==> src/spa_pkg.sv <==
// Shared types, field widths and codes for the sparse polynomial adder.
package spa_pkg;

    // Field widths of the request and result items.
    localparam int CMD_W  = 2;
    localparam int EXPO_W = 16;
    localparam int COEF_W = 32;
    localparam int POS_W  = 5;
    localparam int STAT_W = 3;

    // Packed stream widths.
    localparam int S_TDATA_W = 56;
    localparam int S_TUSER_W = CMD_W + 1;
    localparam int M_TDATA_W = EXPO_W + COEF_W;
    localparam int M_TUSER_W = STAT_W + 1;

    // Command codes.
    localparam logic [CMD_W-1:0] CMD_INSERT = 2'd0;
    localparam logic [CMD_W-1:0] CMD_DELETE = 2'd1;
    localparam logic [CMD_W-1:0] CMD_ADD    = 2'd2;

    // Result status codes.
    localparam logic [STAT_W-1:0] ST_NEW      = 3'd0;
    localparam logic [STAT_W-1:0] ST_COMBINED = 3'd1;
    localparam logic [STAT_W-1:0] ST_FULL     = 3'd2;
    localparam logic [STAT_W-1:0] ST_BADPOS   = 3'd3;
    localparam logic [STAT_W-1:0] ST_DELETED  = 3'd4;
    localparam logic [STAT_W-1:0] ST_SUM      = 3'd5;

    // Saturation limits of a coefficient.
    localparam logic [COEF_W-1:0] COEF_MAX = {1'b0, {(COEF_W-1){1'b1}}};
    localparam logic [COEF_W-1:0] COEF_MIN = {1'b1, {(COEF_W-1){1'b0}}};

    // One stored polynomial term.
    typedef struct packed {
        logic [EXPO_W-1:0]        expo;
        logic signed [COEF_W-1:0] coef;
    } term_t;

    // Result of the shared compare and add unit.
    typedef struct packed {
        logic                     lt;
        logic                     eq;
        logic signed [COEF_W-1:0] sum;
    } alu_res_t;

    // Sequencer states.
    typedef enum logic [2:0] {
        S_IDLE,
        S_INS_SEARCH,
        S_INS_SHIFT,
        S_DEL_CHECK,
        S_DEL_SHIFT,
        S_ADD_CHECK,
        S_ADD_MERGE
    } state_t;

endpackage

==> src/spa_term_alu.sv <==
// Shared term unit: exponent compare and saturating coefficient add.
module spa_term_alu (
    input  spa_pkg::term_t    x_term,
    input  spa_pkg::term_t    y_term,
    output spa_pkg::alu_res_t res
);
    import spa_pkg::*;

    logic [COEF_W:0] wide_sum;
    logic            ovf;

    // One extra bit catches overflow of the signed add.
    assign wide_sum = {x_term.coef[COEF_W-1], x_term.coef}
                    + {y_term.coef[COEF_W-1], y_term.coef};
    assign ovf      = wide_sum[COEF_W] ^ wide_sum[COEF_W-1];

    always_comb begin
        res.lt = x_term.expo < y_term.expo;
        res.eq = x_term.expo == y_term.expo;
        if (ovf) begin
            res.sum = wide_sum[COEF_W] ? COEF_MIN : COEF_MAX;
        end else begin
            res.sum = wide_sum[COEF_W-1:0];
        end
    end

endmodule

==> src/sparse_polynomial_adder_core.sv <==
// Top level of the sparse polynomial adder: sequencer, term memory and result register.
//
// The block keeps two sparse polynomials, each a sorted table of up to MAX_TERMS
// terms. Requests arrive on the s_ stream: tuser carries the command and the
// polynomial select, tdata the exponent, coefficient and delete position.
// Results leave on the m_ stream: tuser carries status and sum_valid, tdata the
// sum term, and tlast marks the final result of each request.
// An insert or a delete gives one result; an add gives one result per sum term
// (or a single empty-sum result). An unused command gives no result.
// One request is worked at a time; s_tready is high only while the block idles.
// All table accesses go through one memory with a single write port and two
// registered read ports, and one shared compare and add unit, one term per cycle.
// Results go through an output register, so a new request is taken while the
// last result still waits; a stalled receiver holds the sequencer at the step
// that emits the next result. Reset empties both polynomials at once; table
// contents are not cleared since only entries below the term count are read.
module sparse_polynomial_adder_core #(
    parameter int MAX_TERMS = 16
) (
    input  logic                          aclk,
    input  logic                          aresetn,
    input  logic                          s_tvalid,
    output logic                          s_tready,
    // exponent[15:0], coefficient[47:16], position[52:48], zero pad
    input  logic [spa_pkg::S_TDATA_W-1:0] s_tdata,
    // cmd[1:0], poly_sel[2]
    input  logic [spa_pkg::S_TUSER_W-1:0] s_tuser,
    output logic                          m_tvalid,
    input  logic                          m_tready,
    // out_exponent[15:0], out_coefficient[47:16]
    output logic [spa_pkg::M_TDATA_W-1:0] m_tdata,
    // status[2:0], sum_valid[3]
    output logic [spa_pkg::M_TUSER_W-1:0] m_tuser,
    output logic                          m_tlast
);
    import spa_pkg::*;

    localparam int IDX_W     = $clog2(MAX_TERMS);
    localparam int CNT_W     = $clog2(MAX_TERMS + 1);
    localparam int ADDR_W    = IDX_W + 1;
    localparam int MEM_DEPTH = 2 ** ADDR_W;
    localparam int CMP_W     = (CNT_W > POS_W) ? CNT_W : POS_W;
    localparam logic [CNT_W-1:0] MAX_CNT = CNT_W'(MAX_TERMS);
    localparam logic [CNT_W-1:0] ONE_CNT = CNT_W'(1);
    localparam logic [CNT_W-1:0] TWO_CNT = CNT_W'(2);

    // Request fields.
    logic                     in_accept;
    logic [CMD_W-1:0]         in_cmd;
    logic                     in_sel;
    logic [EXPO_W-1:0]        in_expo;
    logic signed [COEF_W-1:0] in_coef;
    logic [POS_W-1:0]         in_pos;

    // Sequencer and indexes.
    state_t                   state_reg, state_next;
    logic                     sel_reg, sel_next;
    logic [EXPO_W-1:0]        expo_reg;
    logic signed [COEF_W-1:0] coef_reg;
    logic [POS_W-1:0]         pos_reg;
    logic [CNT_W-1:0]         a_idx_reg, a_idx_next;
    logic [CNT_W-1:0]         b_idx_reg, b_idx_next;
    logic [CNT_W-1:0]         ins_pos_reg, ins_pos_next;
    logic [CNT_W-1:0]         count_reg [2];
    logic [CNT_W-1:0]         count_next [2];

    // Term memory.
    term_t                    term_mem [MEM_DEPTH];
    term_t                    rd_a_reg, rd_b_reg;
    logic                     mem_we;
    logic [IDX_W-1:0]         mem_widx;
    term_t                    mem_wdata;
    logic [IDX_W-1:0]         rd_idx_a, rd_idx_b;

    // Shared unit.
    term_t                    alu_y;
    alu_res_t                 alu_res;

    // Conditions.
    logic                     out_free;
    logic [CNT_W-1:0]         cur_cnt;
    logic                     a_has, b_has;
    logic                     srch_lt, srch_eq, is_full;
    logic                     pos_bad, shift_more, del_more, sum_empty;
    logic                     take_a, take_b;
    logic [CNT_W-1:0]         a_idx_adv, b_idx_adv;
    logic                     merge_last;

    // Result register.
    logic                     emit;
    logic [STAT_W-1:0]        emit_status;
    logic                     emit_sum_valid;
    logic [EXPO_W-1:0]        emit_expo;
    logic signed [COEF_W-1:0] emit_coef;
    logic                     emit_last;
    logic                     m_tvalid_reg;
    logic [STAT_W-1:0]        out_status_reg;
    logic                     out_sum_valid_reg;
    logic [EXPO_W-1:0]        out_expo_reg;
    logic signed [COEF_W-1:0] out_coef_reg;
    logic                     out_last_reg;

    // Unpack the request.
    assign in_accept = s_tvalid && s_tready;
    assign in_cmd    = s_tuser[CMD_W-1:0];
    assign in_sel    = s_tuser[CMD_W];
    assign in_expo   = s_tdata[EXPO_W-1:0];
    assign in_coef   = s_tdata[EXPO_W+COEF_W-1:EXPO_W];
    assign in_pos    = s_tdata[EXPO_W+COEF_W+POS_W-1:EXPO_W+COEF_W];
    assign s_tready  = (state_reg == S_IDLE);

    // The shared unit compares the read term with the request term or, while
    // merging, with the term read from the second polynomial.
    assign alu_y = (state_reg == S_ADD_MERGE) ? rd_b_reg : term_t'{expo: expo_reg,
                                                                  coef: coef_reg};

    spa_term_alu u_alu (
        .x_term (rd_a_reg),
        .y_term (alu_y),
        .res    (alu_res)
    );

    // Step conditions. During an add sel_reg is zero, so cur_cnt is the first count.
    assign out_free   = !m_tvalid_reg || m_tready;
    assign cur_cnt    = count_reg[sel_reg];
    assign a_has      = a_idx_reg < cur_cnt;
    assign b_has      = b_idx_reg < count_reg[1];
    assign srch_lt    = a_has && alu_res.lt;
    assign srch_eq    = a_has && alu_res.eq;
    assign is_full    = (cur_cnt == MAX_CNT);
    assign pos_bad    = (pos_reg == '0) || (CMP_W'(pos_reg) > CMP_W'(cur_cnt));
    assign shift_more = a_idx_reg > ins_pos_reg;
    assign del_more   = (a_idx_reg + ONE_CNT) < cur_cnt;
    assign sum_empty  = (count_reg[0] == '0) && (count_reg[1] == '0);
    assign take_a     = !b_has || (a_has && alu_res.lt);
    assign take_b     = !take_a && (!a_has || !alu_res.eq);
    assign a_idx_adv  = a_idx_reg + CNT_W'(!take_b);
    assign b_idx_adv  = b_idx_reg + CNT_W'(!take_a);
    assign merge_last = (a_idx_adv >= cur_cnt) && (b_idx_adv >= count_reg[1]);

    // Next state.
    always_comb begin
        state_next = state_reg;
        case (state_reg)
            S_IDLE: begin
                if (in_accept) begin
                    case (in_cmd)
                        CMD_INSERT: state_next = S_INS_SEARCH;
                        CMD_DELETE: state_next = S_DEL_CHECK;
                        CMD_ADD:    state_next = S_ADD_CHECK;
                        default:    state_next = S_IDLE;
                    endcase
                end
            end
            S_INS_SEARCH: begin
                if (!srch_lt && out_free) begin
                    state_next = (srch_eq || is_full) ? S_IDLE : S_INS_SHIFT;
                end
            end
            S_INS_SHIFT: begin
                if (!shift_more && out_free) begin
                    state_next = S_IDLE;
                end
            end
            S_DEL_CHECK: begin
                if (!pos_bad) begin
                    state_next = S_DEL_SHIFT;
                end else if (out_free) begin
                    state_next = S_IDLE;
                end
            end
            S_DEL_SHIFT: begin
                if (!del_more && out_free) begin
                    state_next = S_IDLE;
                end
            end
            S_ADD_CHECK: begin
                if (!sum_empty) begin
                    state_next = S_ADD_MERGE;
                end else if (out_free) begin
                    state_next = S_IDLE;
                end
            end
            S_ADD_MERGE: begin
                if (out_free && merge_last) begin
                    state_next = S_IDLE;
                end
            end
            default: state_next = S_IDLE;
        endcase
    end

    // Datapath control: indexes, memory accesses, counts and results.
    always_comb begin
        sel_next       = sel_reg;
        a_idx_next     = a_idx_reg;
        b_idx_next     = b_idx_reg;
        ins_pos_next   = ins_pos_reg;
        count_next     = count_reg;
        rd_idx_a       = a_idx_reg[IDX_W-1:0];
        rd_idx_b       = b_idx_reg[IDX_W-1:0];
        mem_we         = 1'b0;
        mem_widx       = a_idx_reg[IDX_W-1:0];
        mem_wdata      = rd_a_reg;
        emit           = 1'b0;
        emit_status    = ST_SUM;
        emit_sum_valid = 1'b0;
        emit_expo      = '0;
        emit_coef      = '0;
        emit_last      = 1'b1;
        case (state_reg)
            S_IDLE: begin
                if (in_accept) begin
                    sel_next   = (in_cmd == CMD_ADD) ? 1'b0 : in_sel;
                    a_idx_next = '0;
                    b_idx_next = '0;
                    rd_idx_a   = '0;
                    rd_idx_b   = '0;
                end
            end
            S_INS_SEARCH: begin
                if (srch_lt) begin
                    a_idx_next = a_idx_reg + ONE_CNT;
                    rd_idx_a   = a_idx_next[IDX_W-1:0];
                end else if (out_free) begin
                    if (srch_eq) begin
                        mem_we      = 1'b1;
                        mem_wdata   = term_t'{expo: rd_a_reg.expo, coef: alu_res.sum};
                        emit        = 1'b1;
                        emit_status = ST_COMBINED;
                    end else if (is_full) begin
                        emit        = 1'b1;
                        emit_status = ST_FULL;
                    end else begin
                        // Shift down from the top, reading one entry ahead.
                        ins_pos_next = a_idx_reg;
                        a_idx_next   = cur_cnt;
                        rd_idx_a     = IDX_W'(cur_cnt - ONE_CNT);
                    end
                end
            end
            S_INS_SHIFT: begin
                if (shift_more) begin
                    mem_we     = 1'b1;
                    a_idx_next = a_idx_reg - ONE_CNT;
                    rd_idx_a   = IDX_W'(a_idx_reg - TWO_CNT);
                end else if (out_free) begin
                    mem_we              = 1'b1;
                    mem_wdata           = term_t'{expo: expo_reg, coef: coef_reg};
                    count_next[sel_reg] = cur_cnt + ONE_CNT;
                    emit                = 1'b1;
                    emit_status         = ST_NEW;
                end
            end
            S_DEL_CHECK: begin
                if (!pos_bad) begin
                    a_idx_next = CNT_W'(CMP_W'(pos_reg) - CMP_W'(1));
                    rd_idx_a   = IDX_W'(pos_reg);
                end else if (out_free) begin
                    emit        = 1'b1;
                    emit_status = ST_BADPOS;
                end
            end
            S_DEL_SHIFT: begin
                if (del_more) begin
                    mem_we     = 1'b1;
                    a_idx_next = a_idx_reg + ONE_CNT;
                    rd_idx_a   = IDX_W'(a_idx_reg + TWO_CNT);
                end else if (out_free) begin
                    count_next[sel_reg] = cur_cnt - ONE_CNT;
                    emit                = 1'b1;
                    emit_status         = ST_DELETED;
                end
            end
            S_ADD_CHECK: begin
                if (sum_empty && out_free) begin
                    emit = 1'b1;
                end
            end
            S_ADD_MERGE: begin
                if (out_free) begin
                    emit           = 1'b1;
                    emit_sum_valid = 1'b1;
                    emit_expo      = take_b ? rd_b_reg.expo : rd_a_reg.expo;
                    if (take_a) begin
                        emit_coef = rd_a_reg.coef;
                    end else if (take_b) begin
                        emit_coef = rd_b_reg.coef;
                    end else begin
                        emit_coef = alu_res.sum;
                    end
                    emit_last  = merge_last;
                    a_idx_next = a_idx_adv;
                    b_idx_next = b_idx_adv;
                    rd_idx_a   = a_idx_adv[IDX_W-1:0];
                    rd_idx_b   = b_idx_adv[IDX_W-1:0];
                end
            end
            default: begin
                emit = 1'b0;
            end
        endcase
    end

    // Control registers.
    always_ff @(posedge aclk) begin
        if (!aresetn) begin
            state_reg    <= S_IDLE;
            sel_reg      <= 1'b0;
            a_idx_reg    <= '0;
            b_idx_reg    <= '0;
            ins_pos_reg  <= '0;
            count_reg[0] <= '0;
            count_reg[1] <= '0;
            m_tvalid_reg <= 1'b0;
        end else begin
            state_reg    <= state_next;
            sel_reg      <= sel_next;
            a_idx_reg    <= a_idx_next;
            b_idx_reg    <= b_idx_next;
            ins_pos_reg  <= ins_pos_next;
            count_reg    <= count_next;
            if (emit) begin
                m_tvalid_reg <= 1'b1;
            end else if (m_tready) begin
                m_tvalid_reg <= 1'b0;
            end
        end
    end

    // Request payload and result payload.
    always_ff @(posedge aclk) begin
        if (in_accept) begin
            expo_reg <= in_expo;
            coef_reg <= in_coef;
            pos_reg  <= in_pos;
        end
        if (emit) begin
            out_status_reg    <= emit_status;
            out_sum_valid_reg <= emit_sum_valid;
            out_expo_reg      <= emit_expo;
            out_coef_reg      <= emit_coef;
            out_last_reg      <= emit_last;
        end
    end

    // Term memory: one write port, two registered read ports.
    always_ff @(posedge aclk) begin
        if (mem_we) begin
            term_mem[{sel_reg, mem_widx}] <= mem_wdata;
        end
        rd_a_reg <= term_mem[{sel_next, rd_idx_a}];
        rd_b_reg <= term_mem[{1'b1, rd_idx_b}];
    end

    assign m_tvalid = m_tvalid_reg;
    assign m_tdata  = {out_coef_reg, out_expo_reg};
    assign m_tuser  = {out_sum_valid_reg, out_status_reg};
    assign m_tlast  = out_last_reg;

`ifndef SYNTH
    // Neither table ever holds more terms than it has room for.
    assert property (@(posedge aclk) disable iff (!aresetn)
        (count_reg[0] <= MAX_CNT) && (count_reg[1] <= MAX_CNT))
        else $error("term count above table size");

    // The table is written only by insert and delete steps.
    assert property (@(posedge aclk) disable iff (!aresetn)
        mem_we |-> (state_reg == S_INS_SEARCH || state_reg == S_INS_SHIFT ||
                    state_reg == S_DEL_SHIFT))
        else $error("term memory written outside insert or delete");

    // A term count changes only together with the result that reports it.
    assert property (@(posedge aclk) disable iff (!aresetn)
        ((count_next[0] != count_reg[0]) || (count_next[1] != count_reg[1])) |-> emit)
        else $error("term count changed without a result");

    // While merging, at least one side still has terms and no index runs past its count.
    assert property (@(posedge aclk) disable iff (!aresetn)
        (state_reg == S_ADD_MERGE) |->
            (a_idx_reg <= count_reg[0]) && (b_idx_reg <= count_reg[1]) &&
            ((a_idx_reg < count_reg[0]) || (b_idx_reg < count_reg[1])))
        else $error("merge index out of range");

    // The insert shift stays between the insert place and the table top.
    assert property (@(posedge aclk) disable iff (!aresetn)
        (state_reg == S_INS_SHIFT) |->
            (a_idx_reg >= ins_pos_reg) && (a_idx_reg < MAX_CNT))
        else $error("insert shift index out of range");
`endif

endmodule
==> config.mk <==
export PLATFORM = sky130hd
export DESIGN_NAME = sparse_polynomial_adder_core
export DESIGN_NICKNAME = d
export VERILOG_FILES = /design/src/spa_pkg.sv /design/src/spa_term_alu.sv /design/src/sparse_polynomial_adder_core.sv
export SDC_FILE = /design/constraint.sdc
export NUM_CORES = 2
export LEC_CHECK = 0
export BUFFER_PORTS_ARGS = -buffer_cell sky130_fd_sc_hd__buf_2
export CAP_MARGIN = 10
export CORE_MARGIN = 10
export CORE_UTILIZATION = 45
export DETAILED_ROUTE_END_ITERATION = 7
export HOLD_SLACK_MARGIN = 0.02
export SYNTH_ARGS = -nofsm -noshare
export SYNTH_HDL_FRONTEND = slang
export SYNTH_HIERARCHICAL = 1
export SYNTH_SLANG_ARGS = --single-unit
==> constraint.sdc <==
create_clock -name aclk -period 7.5 [get_ports aclk]
set_input_delay 1.5 -clock aclk [delete_from_list [all_inputs] [get_ports aclk]]
set_output_delay 1.5 -clock aclk [all_outputs]
set_load 0.05 [all_outputs]
### Word-level counts from Yosys, hierarchy flattened

Memories as Yosys holds them, arrays and structs flattened. A register that Yosys moved wholly into a read port is not among the register bits.
Cells that the tools add are included.

* register bits after elaboration: 136
* bits in latches: 0
* bits in writable memories: 1536
* ROM bits: 0
* bits of input ports: 63
* output and inout bits: 55
* word-level logic and storage cells: 203
* memories: 1

Memory list
* term_mem: words 32, width 48, rd ports 2, clocked after memory_dff 2, write ports 1, RTL line sparse_polynomial_adder_core.sv:68 `term_t term_mem [MEM_DEPTH];`

* add/subtract/negate cells: 10
* multipliers: 0
* div/mod/pow operators: 0
* magnitude comparators: 10
* equal/unequal tests: 26
* shift operators: 0
* muxes and demuxes: 94
* bitwise operators: 5
* reduce and logical (&&, ||, !) cells: 41

Operator list (number)
* two-way mux 32 bit: 7
* two-way mux 48 bit: 3
* one-hot mux 48 bit (2 select lines): 1
* two-way mux 5 bit: 14
* two-way mux 3 bit: 16
* two-way mux 4 bit: 11
* two-way mux 10 bit: 4
* adder 32 x 32 -> 33 bit: 1
* one-hot mux 5 bit (6 select lines): 1
* one-hot mux 4 bit (6 select lines): 1
* two-way mux 1 bit: 23
* inequality test 2 bit, second input constant: 11
* one-hot mux 3 bit (7 select lines): 1
* bitwise mux 10 bit: 2
* one-hot mux 10 bit (2 select lines): 1
* == test 16 bit: 1
* less-than comparator 16 bit: 1
* two-way mux 16 bit: 1
* logical NOT 5 bit: 3
* less-than comparator 5 bit: 3
* AND reduction 5 bit: 3
* subtractor 5 x 1 -> 5 bit, second input constant: 3
* logical AND 1 bit: 12
* one-hot mux 3 bit (4 select lines): 1
* 35 further kinds: 61

### Depth between registers and ports, before layout

* depth in word-level cells: 16
* mapped depth: 35
* mapped depth without buffers: 31

### By module

The synthesis kept the hierarchy.

By module, submodules not included
* sparse_polynomial_adder_core: instances 1, cells each 5738, area each 78969.5 sq um, seq. area each 51829.7 sq um
* spa_term_alu: instances 1, cells each 354, area each 2432.3 sq um, seq. area each 0.0 sq um

### Worst setup path before layout

OpenSTA, ideal clock, no wires.

* path kind: register -> register
* start: reg state_reg[2]
* end: reg rd_a_reg[44] (netlist name)
* setup time: 0.121 ns
* arrival: 6.794 ns
* required time: 7.379 ns
* slack: 0.585 ns
* cell stages (with the launch flop): 36
* buffers on the path: 7
* period minus slack after synthesis: 6.915 ns
* path through: dfxtp_1 -> clkbuf_1 -> nand2_1 -> nor2_1 -> clkbuf_1 -> buf_1 -> nand2_1 -> nand2_1 -> inv_1 -> ha_1 -> nand3_1 -> o221ai_1 -> a21o_1 -> a21o_1 -> a21o_1 -> a21oi_1 -> o21ai_0 -> a31oi_1 -> o211a_1 -> and2_1 -> nor4_1 -> clkinv_1 -> clkbuf_1 -> ha_1 -> inv_1 -> o21ai_1 -> a2111oi_0 -> o32ai_1 -> buf_2 -> buf_2 -> buf_4 -> mux2i_1 -> mux2i_1 -> a22oi_1 -> o221ai_1 -> mux2_2

RTL lines
* start, declared: RTL line sparse_polynomial_adder_core.sv:56 `state_t state_reg, state_next;`
* start signal, assigned: RTL line sparse_polynomial_adder_core.sv:317 `state_reg <= state_next;`

==> impl_metrics.tcl <==
set metrics [dict create \
    routed-via-count 53544 \
    whs_endpoint "ins_pos_reg[3]" \
    crit_buf_inv 4 \
    r2r_cells 31 \
    syn_inst 6092 \
    swShare_pct 39.48 \
    grt_pass1_vias 51655 \
    grt_util_all_layers_pct 23.79 \
    worstSetupPathType "reg -> reg" \
    ys_seq_elements 1768 \
    row_count 156 \
    dp_slack_ps 378.7 \
    die_h_um 445.3 \
    worst-path-stages 31 \
    clk_latency_ps 830 \
    fillers 15099 \
    p_int_uw 26050 \
    fp.coreArea_um2 180400 \
    rrSetupSlack_ps 430 \
    ioPinCount 118 \
    status "completed" \
    worst_slack_ps 428.4 \
    hp-start "ins_pos_reg[3]" \
    cts_buffers 181 \
    rsz0062_at_grt "false" \
    dieWidth_um 445.3 \
    max_freq_ghz 0.1414 \
    critPathMaxFanout 71 \
    crit_arrival_ps 7790 \
    cp-end-kind "register" \
    grt_pass1_wl_um 351500 \
    p_seq_share_pct 32.5 \
    clock_path_buffers 3 \
    final_max_slew_viol_count 0 \
    portBuffers 114 \
    grt_remaining_overflow 0 \
    htree_levels 4 \
    worstReg2RegEnd "rd_a_reg[31]" \
    period_minus_slack_ps 7072 \
    avgSynthCellArea_um2 13.36 \
    hpwl_um 136800 \
    routed_via_density 6.139 \
    relSlewSlack_pct 19.89 \
    cp_slowest_cell "o21ai_1" \
    synth_area_um2 81400 \
    yosysTopAreaCellShare_pct 60.57 \
    fin_crit_sh_pct 94.29 \
    drive_gt1_share_pct 14.68 \
    synth-main-ff-cell "edfxtp_1" \
    die_area_um2 198300 \
    largest_reg_flops 1536 \
    syn-num-nets 6250 \
    grt_max_degree 113 \
    hold_slack_ps 514.8 \
    start_kind "register" \
    cellLeakagePower_uw 0.03169 \
    finalNetCount 6353 \
    fin_tns_setup_ps 0 \
    finClkSkew_ps 26.50 \
    pwr-share-clk_pct 20.8 \
    synth-edff-count 1642 \
    wirelength_um 243400 \
    drtPass1Iterations 8 \
    setup_viol 0 \
    tightest_slew_ps 1199 \
    maxCapViolCount 0 \
    crit_family "compound AO/OA/AOI/OAI gates" \
    met1Wirelength_um 103400 \
    highest_layer "met5" \
    cpPeakStageDelay_ps 440 \
    pwr-share-comb_pct 46.7 \
    yosys-top-cells-area "edfxtp_1 61%, mux2i_1 10%, nand2_1 4.1%" \
    switchingPower_uw 16990 \
    hold_path_depth 2 \
    hp-class "reg -> reg" \
    worst_ep_required_time_ps 8220 \
    ys_warn_count 6 \
    grt_antenna_before_repair 6 \
    cts_tree "yes" \
    synth_area_leader_cell "edfxtp_1" \
    initial_core_util_pct 45.13 \
    postSynth.asyncResetShare_pct 0 \
    vdd_drop_max_mv 0.5197 \
    yosysUniqueCellTypes 85 \
    clock_sinks 1768 \
    r2r-start "state_reg[1]" \
    ant_nets 0 \
    ctsHoldBuffers 0 \
    drc 0 \
    routed-wl-met3_um 20410 \
    wl_met2_um 112100 \
    synth.yosys.seq_area_share_pct 63.67 \
    syn2layout_area_growth_pct 12.95 \
    cts-root-buf "clkbuf_16" \
    clk_pin_slew_ps 60 \
    hold_viol_final 0 \
    first_iter_violations 5701 \
    wl_per_cell_um 27.90 \
    powerDensity_nw_per_um2 468.1 \
    setup.worst_path.start "state_reg[1]" \
    place.gp.congestion 0.9018 \
]
through the flow:
step                total power (µW)  util [%]  instance area, µm²  instances
global placement               33760     47.66               85960       8378
CTS                            42940     50.93               91850       8715
floorplan                      27780         -               81400       6092
global route                   45060     50.98               91940       8719
detailed placement             33990     47.66               85960       8378
finish                         43040     50.98               91950       8722
final cells by class:
cell class | count | area, µm² | share of cell area, %
clock buffer | 254 | 5082 | 5.528
multi-input combinational | 3837 | 27730 | 30.16
inverter | 63 | 236.5 | 0.2572
tap | 2370 | 2965 | 3.225
timing repair buffer | 344 | 3293 | 3.582
sequential | 1768 | 51830 | 56.37
antenna | 3 | 7.507 | 0.008165
clock inverter | 83 | 803.3 | 0.8736
worst max path at each step:
stage                               to
after floorplan           rd_a_reg[44]
after global placement    rd_a_reg[30]
after detailed placement  rd_a_reg[30]
after CTS                 rd_a_reg[30]
after global routing       rd_a_reg[9]
final                     rd_a_reg[31]
cells in the mapped netlist (19+ instances only):
cell	n
a211oi_1	279
a21o_1	30
a21oi_1	184
a22oi_1	134
a311oi_1	99
a31oi_1	110
and2_1	210
buf_1	19
buf_2	57
buf_4	65
clkbuf_1	268
dfxtp_1	126
edfxtp_1	1642
ha_1	94
inv_1	60
mux2_2	260
mux2i_1	811
nand2_1	885
nand3_1	28
nor2_1	124
nor2b_1	21
o21ai_0	227
o21ai_1	23
o221ai_1	100
xnor2_1	33
power groups by stage:
stage,sequential [µW],combinational (µW),clock (µW)
after global placement,14200,19600,0
after CTS,14000,19900,9080
final,14000,20100,8940
after floorplan,14300,13400,0
after global routing,14000,21600,9480
after detailed placement,14200,19800,0
metal layers:
layer	vias up	GRT usage, %
li1	23539	-
met1	27152	33.17
met2	2373	37.81
met3	478	4.005
met4	2	7.921
met5	-	0
worst register-to-register path, delay by kind of cell, from the launching register on:
kind	cells	cell delay, ps
AO/OA/AOI/OAI	15	3000
AND/OR/NAND/NOR	8	1780
buffers and inverters	4	780
adder cells (fa/ha/maj)	3	650
multiplexers	1	390
flip-flops	1	350
cell usage in the layout (no fill, tap or decap), types with 99 or more instances in the layout:
cell type | netlist | routed
a22oi_1 | 134 | 133
mux2_2 | 260 | 260
a31oi_1 | 110 | 110
and2_1 | 210 | 209
a311oi_1 | 99 | 99
clkbuf_16 | 0 | 188
o21ai_0 | 227 | 227
mux2i_1 | 811 | 811
a211oi_1 | 279 | 279
buf_2 | 57 | 114
buf_4 | 65 | 151
edfxtp_1 | 1642 | 1642
a21oi_1 | 184 | 183
dfxtp_1 | 126 | 126
nand2_1 | 885 | 882
o221ai_1 | 100 | 100
cells by family (layout without fill, tap and decap cells):
logic type | count (synthesis) | after routing | share of synthesized area, %
flops | 1768 | 1768 | 63.67
simple gates | 1346 | 1346 | 7.232
compound gates | 1271 | 1271 | 10.65
mux | 1073 | 1073 | 13.60
buf+inv | 487 | 744 | 2.799
fa+ha+maj | 97 | 97 | 1.494
xor+xnor | 50 | 50 | 0.5472
other cells | 0 | 3 | 0
what timing repair did:
item,4_1_cts,5_1_grt
resized for setup,0,3
buffers inserted,0,2
endpoints found under the setup margin,0,44
Note: power is estimated with default switching activity, not from simulation.
